[src/hdl/aging_register_slot_allocator_unit_defines.svh]
// Assertion macros shared by the slot allocator RTL.
`ifndef AGING_REGISTER_SLOT_ALLOCATOR_UNIT_DEFINES_SVH
`define AGING_REGISTER_SLOT_ALLOCATOR_UNIT_DEFINES_SVH

// Checked only while out of reset.
`define ARSA_ASSERT(name, clk, rst_n, prop, msg) \
    name: assert property (@(posedge clk) disable iff (!rst_n) prop) \
        else $error(msg);

// Checked on every edge, reset included.
`define ARSA_ASSERT_ALWAYS(name, clk, prop, msg) \
    name: assert property (@(posedge clk) prop) \
        else $error(msg);

`endif

[src/hdl/arsa_pkg.sv]
// Types and constants of the aging slot allocator.
`timescale 1ns / 1ps

package arsa_pkg;

    localparam int SLOTS_DEF    = 18;
    localparam int KEY_BITS_DEF = 16;
    localparam int AGE_BITS_DEF = 8;

    localparam int KEY_W  = 16;
    localparam int SLOT_W = 5;

    typedef enum logic {
        CMD_LOOKUP = 1'b0,
        CMD_CLEAR  = 1'b1
    } t_cmd;

    typedef enum logic [1:0] {
        KIND_CONST = 2'd0,
        KIND_VAR   = 2'd1,
        KIND_PARAM = 2'd2,
        KIND_TEMP  = 2'd3
    } t_kind;

    typedef struct packed {
        t_cmd             cmd;
        logic [KEY_W-1:0] key;
        t_kind            kind;
    } t_req;

    typedef struct packed {
        logic [SLOT_W-1:0] slot;
        logic              hit;
        logic              filled_empty;
        logic              replaced;
        logic [KEY_W-1:0]  old_key;
        t_kind             old_kind;
        logic              load_constant;
    } t_rsp;

endpackage

[src/hdl/aging_register_slot_allocator_unit.sv]
// An accepted item waits in the input register, moves into the result register and
// shows on o_valid from there. Throughput: one item per cycle while i_ready is high;
// the table lookup, slot choice and age update all settle between the input register
// and the result register. Reset (synchronous, active low) empties both registers and
// clears every slot's valid mark at once; there is no clearing pass.
`timescale 1ns / 1ps
`include "aging_register_slot_allocator_unit_defines.svh"

module aging_register_slot_allocator_unit
    import arsa_pkg::*;
#(
    parameter int SLOTS    = SLOTS_DEF,
    parameter int KEY_BITS = KEY_BITS_DEF,
    parameter int AGE_BITS = AGE_BITS_DEF
) (
    input  logic i_clk,
    input  logic i_rst_n,
    input  logic i_valid,
    output logic o_ready,
    input  t_req i_req,
    output logic o_valid,
    input  logic i_ready,
    output t_rsp o_rsp
);

    localparam logic [AGE_BITS-1:0] AGE_MAX = '1;

    // variable and parameter are interchangeable for matching
    function automatic logic kind_match(input t_kind a, input t_kind b);
        logic a_vp;
        logic b_vp;
        a_vp = (a == KIND_VAR) || (a == KIND_PARAM);
        b_vp = (b == KIND_VAR) || (b == KIND_PARAM);
        return (a == b) || (a_vp && b_vp);
    endfunction

    logic                r_in_vld;
    t_req                r_req;
    logic                r_out_vld;
    t_rsp                r_rsp;
    logic [SLOTS-1:0]    r_valid;
    logic [KEY_BITS-1:0] r_key [SLOTS];
    t_kind               r_kind [SLOTS];
    logic [AGE_BITS-1:0] r_age [SLOTS];

    logic                advance;
    logic                is_clear;
    logic [KEY_BITS-1:0] key_m;
    logic [SLOTS-1:0]    match;
    logic [SLOTS-1:0]    hit_oh;
    logic [SLOTS-1:0]    empty;
    logic [SLOTS-1:0]    empty_oh;
    logic [SLOTS-1:0]    old_oh;
    logic [SLOTS-1:0]    sel_oh;
    logic                any_hit;
    logic                any_empty;
    logic                do_age;
    logic [KEY_BITS-1:0] old_key_full;
    t_kind               old_kind_sel;
    logic [SLOT_W-1:0]   slot_sel;
    t_rsp                n_rsp;
    logic [SLOTS-1:0]    n_valid;

    assign advance  = r_in_vld && (!r_out_vld || i_ready);
    assign o_ready  = !r_in_vld || advance;
    assign o_valid  = r_out_vld;
    assign o_rsp    = r_rsp;
    assign is_clear = (r_req.cmd == CMD_CLEAR);
    assign key_m    = KEY_BITS'(r_req.key);

    always_comb begin
        for (int i = 0; i < SLOTS; i++) begin
            match[i] = r_valid[i] && (r_key[i] == key_m) && kind_match(r_kind[i], r_req.kind);
        end
    end

    assign empty     = ~r_valid;
    assign hit_oh    = match & (~match + SLOTS'(1));
    assign empty_oh  = empty & (~empty + SLOTS'(1));
    assign any_hit   = |match;
    assign any_empty = |empty;
    assign do_age    = any_hit || any_empty;

    // lowest slot of greatest age: older than all below it, at least as old as all above
    always_comb begin
        for (int i = 0; i < SLOTS; i++) begin
            old_oh[i] = 1'b1;
            for (int j = 0; j < SLOTS; j++) begin
                if (j < i) begin
                    old_oh[i] = old_oh[i] && (r_age[i] > r_age[j]);
                end else if (j > i) begin
                    old_oh[i] = old_oh[i] && (r_age[i] >= r_age[j]);
                end
            end
        end
    end

    assign sel_oh = any_hit ? hit_oh : (any_empty ? empty_oh : old_oh);

    always_comb begin
        old_key_full = '0;
        old_kind_sel = KIND_CONST;
        slot_sel     = '0;
        for (int i = 0; i < SLOTS; i++) begin
            if (old_oh[i]) begin
                old_key_full = old_key_full | r_key[i];
                old_kind_sel = t_kind'(old_kind_sel | r_kind[i]);
            end
            if (sel_oh[i]) begin
                slot_sel = slot_sel | SLOT_W'(i);
            end
        end
    end

    always_comb begin
        n_rsp = '0;
        if (!is_clear) begin
            n_rsp.slot          = slot_sel;
            n_rsp.hit           = any_hit;
            n_rsp.filled_empty  = !any_hit && any_empty;
            n_rsp.replaced      = !do_age;
            n_rsp.old_key       = do_age ? '0 : KEY_W'(old_key_full);
            n_rsp.old_kind      = do_age ? KIND_CONST : old_kind_sel;
            n_rsp.load_constant = (r_req.kind == KIND_CONST);
        end
    end

    assign n_valid = is_clear ? '0 : (r_valid | sel_oh);

    always_ff @(posedge i_clk) begin
        if (!i_rst_n) begin
            r_in_vld  <= 1'b0;
            r_out_vld <= 1'b0;
            r_valid   <= '0;
        end else begin
            if (o_ready) begin
                r_in_vld <= i_valid;
            end
            if (advance) begin
                r_out_vld <= 1'b1;
                r_valid   <= n_valid;
            end else if (i_ready) begin
                r_out_vld <= 1'b0;
            end
        end
    end

    // payload: a slot's key, kind and age are only read once its valid mark is set,
    // and writing a slot sets all three
    always_ff @(posedge i_clk) begin
        if (o_ready && i_valid) begin
            r_req <= i_req;
        end
        if (advance) begin
            r_rsp <= n_rsp;
            if (!is_clear) begin
                for (int i = 0; i < SLOTS; i++) begin
                    if (sel_oh[i]) begin
                        r_key[i]  <= key_m;
                        r_kind[i] <= r_req.kind;
                        r_age[i]  <= '0;
                    end else if (do_age && r_valid[i] && (r_age[i] != AGE_MAX)) begin
                        r_age[i]  <= r_age[i] + AGE_BITS'(1);
                    end
                end
            end
        end
    end

    `ARSA_ASSERT(a_clear_empties, i_clk, i_rst_n, (advance && is_clear) |=> (r_valid == '0), "clear left a slot valid")
    `ARSA_ASSERT(a_replace_when_full, i_clk, i_rst_n, (advance && n_rsp.replaced) |-> (&r_valid), "replacement with an empty slot present")
    `ARSA_ASSERT(a_fill_grows_by_one, i_clk, i_rst_n, advance |=> ($countones(r_valid) <= $countones($past(r_valid)) + 1), "more than one slot filled by one item")
    `ARSA_ASSERT(a_one_outcome, i_clk, i_rst_n, (advance && !is_clear) |-> $onehot({n_rsp.hit, n_rsp.filled_empty, n_rsp.replaced}), "lookup outcome not unique")
    `ARSA_ASSERT_ALWAYS(a_reset_idle, i_clk, (!i_rst_n) |=> (!r_out_vld && !r_in_vld && (r_valid == '0)), "block not idle after reset")

endmodule
[config.mk]
export PLATFORM = sky130hd
export DESIGN_NAME = aging_register_slot_allocator_unit
export DESIGN_NICKNAME = d
export VERILOG_FILES = /design/src/hdl/arsa_pkg.sv /design/src/hdl/aging_register_slot_allocator_unit.sv
export VERILOG_INCLUDE_DIRS = /design/src /design/src/hdl
export SDC_FILE = /design/constraint.sdc
export NUM_CORES = 2
export LEC_CHECK = 0
export ABC_AREA = 0
export BUFFER_PORTS_ARGS = -buffer_cell sky130_fd_sc_hd__buf_4
export CAP_MARGIN = 20
export CORE_MARGIN = 5
export CORE_UTILIZATION = 43
export CTS_BUF_LIST = sky130_fd_sc_hd__clkbuf_2
export CTS_CLUSTER_SIZE = 14
export DETAILED_ROUTE_END_ITERATION = 10
export HOLD_SLACK_MARGIN = 0.02
export PLACE_DENSITY_LB_ADDON = 0.15
export SYNTH_ARGS = -nofsm -noshare
export SYNTH_HDL_FRONTEND = slang
export SYNTH_SLANG_ARGS = --single-unit
[constraint.sdc]
create_clock -name i_clk -period 5.7 [get_ports i_clk]
set_clock_uncertainty 0.1 [all_clocks]
set_input_delay 0.57 -clock i_clk [delete_from_list [all_inputs] [get_ports i_clk]]
set_output_delay 0.57 -clock i_clk [all_outputs]
set_load 0.02 [all_outputs]
==> qor.yml <==
clock_tree:
  cts_tree: "done"
  path_clk_slew_ns: 0.11
  cts_root_buffer: "clkbuf_2"
  htreeDepth: 4
  cts_buffers: 156
  cts_resized: 0
  clock-sinks: 534
  clk_path_buf_depth: 3
  clk-insertion-delay-late_ns: 1.59
placed_design:
  place_congestion: 1.06
  hpwl_mm: 191
  numPortBuffers: 51
  place_ws_ns: 0.612
  numPlacedInstances: 7396
floorplanning:
  die_w_microns: 365
  core_area_sq_um: 125000
  io-pin-count: 52
  design.die.area_sq_um: 133000
  die_h_microns: 365
  fp-row-count: 130
  start_util_pct: 43.2
sta:
  slew_viol_final: 0
  period_needed_ns: 5.53
  setup_viol: 0
  tightest_slew_ns: 1.26
  fmax_mhz: 181
  fin_crit_sh_pct: 97.1
  final_hold_viol_count: 0
  setup_ws_ns: 0.167
  rsz0062_at_grt: "false"
  finalSetupTns_ns: 0
  max_slew_margin_pct: 13.6
hold_path:
  hp-start: "i_req[15]"
  hold_depth: 3
  hold_end: "key_m[13]"
  min_path_type: "in -> reg"
synth:
  ys_seq_area_share_pct: 29.2
  synthFlopType: "edfxtp_1"
  synth_seq_cells: 534
  synth_largest_area_cell: "ha_1"
  yosys_warnings: 0
  yosysMostFrequentCell: "ha_1"
  synthesis.area_sq_um: 54200
  synth_edf_count: 514
  synth_top_area_share_pct: 28.7
  synthTopCellsByArea: "ha_1, edfxtp_1, xnor2_1"
  synth.distinct_cells: 103
  netlist_instances: 5440
  netlist_top_cells_count: "ha_1, edfxtp_1, a21oi_1, nand4_1, xnor2_1"
  syn-num-nets: 6706
  avgSynthCellArea_sq_um: 9.97
  async_reset_ff_share_pct: 0
drt:
  avgViaCountPerCell: 6.65
  drtAntennaViolNets: 0
  wl_per_cell_microns: 33.0
  drc: 0
  drt-initial-drc-count: 6517
  routed_wl_mm: 255
  vias: 51500
  drtPass1Iterations: 6
power_and_ir_drop:
  switching_share_pct: 29.1
  p_leak_nw: 25.6
  power_frac_clock_pct: 38.5
  switchingPower_mw: 2.33
  p_total_mw: 8.01
  power_frac_seq_pct: 54.3
  peakVddDrop_mv: 0.230
  comb_power_share_pct: 7.1
  powerDensity_nw_per_um2: 131
  internal_power_mw: 5.68
critical_path:
  cp_data_required_time_ns: 6.86
  start_kind: "register"
  r2r-start: "r_age[14][5]"
  cp-end-kind: "register"
  r2r_end: "o_rsp[3]"
  crit_top_cell: "nor4bb_1"
  crit_fanout: 7
  cp.arrival_ns: 6.70
  ff2ff_path_depth: 13
  slowest_delay_ns: 1.07
  path_cells: "inv_1, ha_1, a211oi_1, nor2_1, nor4bb_1, nor3_1, nor4bb_1, buf_4, and3_1, and2_0, a2111oi_0, and4_1, a41oi_1"
  slowest_stage: "a2111oi_0"
  ff2ff_setup_slack_ns: 0.17
  path_class: "reg -> reg"
global_routing:
  antenna_found_initial: 10
  grt_pass1_vias: 48200
  met3_usage_pct: 8.71
  grt_start_max_net_pins: 37
  grtUsageTotal_pct: 37.3
  met2_usage_pct: 57.2
  top_usage_layer: "met2"
  grt_use_met1_pct: 45.0
  grt_pass1_wl_mm: 355
  grt_overflow: 0
outcome:
  status: "completed"
layout:
  fill_cells: 11800
  seq_area_sq_um: 15800
  fin_nets: 7232
  multi_input_area_sq_um: 37100
  final_cells: 7739
  drive_gt1_share_pct: 12.1
  synthToLayoutAreaGrowth_pct: 12.5
job:
  drv_cap: 0
through the flow:
stage,utilization [%],cell area [sq um],hold slack (ns)
4_1_cts,48.6,60900,0.0203
5_1_grt,48.6,61000,0.136
2_1_floorplan,-,54200,0.383
3_5_place_dp,47.0,58900,0.420
6_report,48.6,61000,0.250
3_3_place_gp,47.0,58900,0.401
power by group through the flow:
stage	Clock, mW	Combinational, mW	Sequential [mW]
floorplan	0	0.315	4.43
global placement	0	0.519	4.44
detailed placement	0	0.522	4.44
CTS	3.17	0.556	4.35
global route	3.35	0.599	4.36
finish	3.09	0.571	4.35
layout make-up:
type	count	area share, %
Clock buffer	219	1.80
Sequential cell	534	26.0
Tap cell	1650	3.39
Timing Repair Buffer	450	6.24
Inverter	199	1.23
Multi-Input combinational cell	4625	60.8
Antenna cell	8	0.0328
Clock inverter	54	0.519
sequential cells by signal (all words and copies together) (netlist names), 2 cells and up:
name / count
r_key: 288
r_age: 144
r_kind: 36
o_rsp: 27
r_valid: 18
key_m: 16
r_req: 2
worst max-delay path, delay by kind of cell (launching register included):
family / cells / cell delay, ns
buffers and inverters: 2 / 0.51
and+or+nand+nor: 7 / 2.07
adders and majority gates: 1 / 0.38
DFF: 1 / 0.80
AOI/OAI and AO/OA: 3 / 1.39
cells by family after synthesis:
logic type	synth area share, %
mux	0.0946
flops	29.2
compound gates	15.1
fa+ha+maj	28.7
buf+inv	2.55
xor+xnor	7.34
simple gates	17.0
layer usage:
| layer | up-vias | part of all wire [%] |
|---|---|---|
| li1 | 22600 | - |
| met2 | 3357 | 42 |
| met3 | 1018 | 10 |
| met4 | 2 | 9.8 |
| met5 | - | 0.0051 |
| met1 | 24500 | 37 |
how the worst max path moves through the flow:
| stage | from | to | slack, ns | cells after the start |
|---|---|---|---|---|
| floorplan | r_req[0] | r_age[1][0] | 0.66 | 16 |
| global placement | r_age[14][5] | o_rsp[3] | 0.59 | 13 |
| detailed placement | r_age[14][5] | o_rsp[3] | 0.61 | 13 |
| CTS | r_age[1][3] | r_valid[1] | 0.50 | 15 |
| global route | r_age[15][7] | r_age[15][5] | 0.21 | 14 |
| finish | r_age[14][5] | o_rsp[3] | 0.17 | 13 |
layout by cell type (no fill, tap or decap), types with 19 or more instances in the layout:
cell | Yosys | layout
ha_1 | 1243 | 1243
edfxtp_1 | 514 | 514
a21oi_1 | 498 | 496
nand4_1 | 413 | 413
buf_4 | 4 | 366
xnor2_1 | 364 | 364
nor2_1 | 263 | 257
clkbuf_2 | 0 | 219
nand2_1 | 203 | 203
inv_1 | 199 | 198
nor2b_1 | 163 | 163
o21ai_0 | 162 | 162
nand3_1 | 144 | 144
o211ai_1 | 111 | 111
nor4_1 | 91 | 91
xor2_1 | 85 | 85
a21o_1 | 76 | 76
a22oi_1 | 70 | 70
o22ai_1 | 65 | 65
and3_1 | 60 | 60
dlygate4sd3_1 | 0 | 60
nor3_1 | 59 | 57
o21a_1 | 52 | 52
a222oi_1 | 47 | 47
a31oi_1 | 42 | 42
or2_2 | 38 | 38
clkinv_1 | 0 | 37
nand2b_1 | 29 | 29
nor3b_1 | 26 | 26
a211oi_1 | 22 | 22
buf_12 | 1 | 22
a221oi_1 | 20 | 20
dfxtp_1 | 20 | 20
o31ai_1 | 20 | 19
nand4b_1 | 19 | 19
a22o_1 | 19 | 19
timing repair:
action / 4_1_cts / 5_1_grt
setup buffers: 0 / 0
hold endpoints to repair: 111 / 0
hold buffers: 60 / 0
No activity file was read; power rests on OpenSTA's default activity.
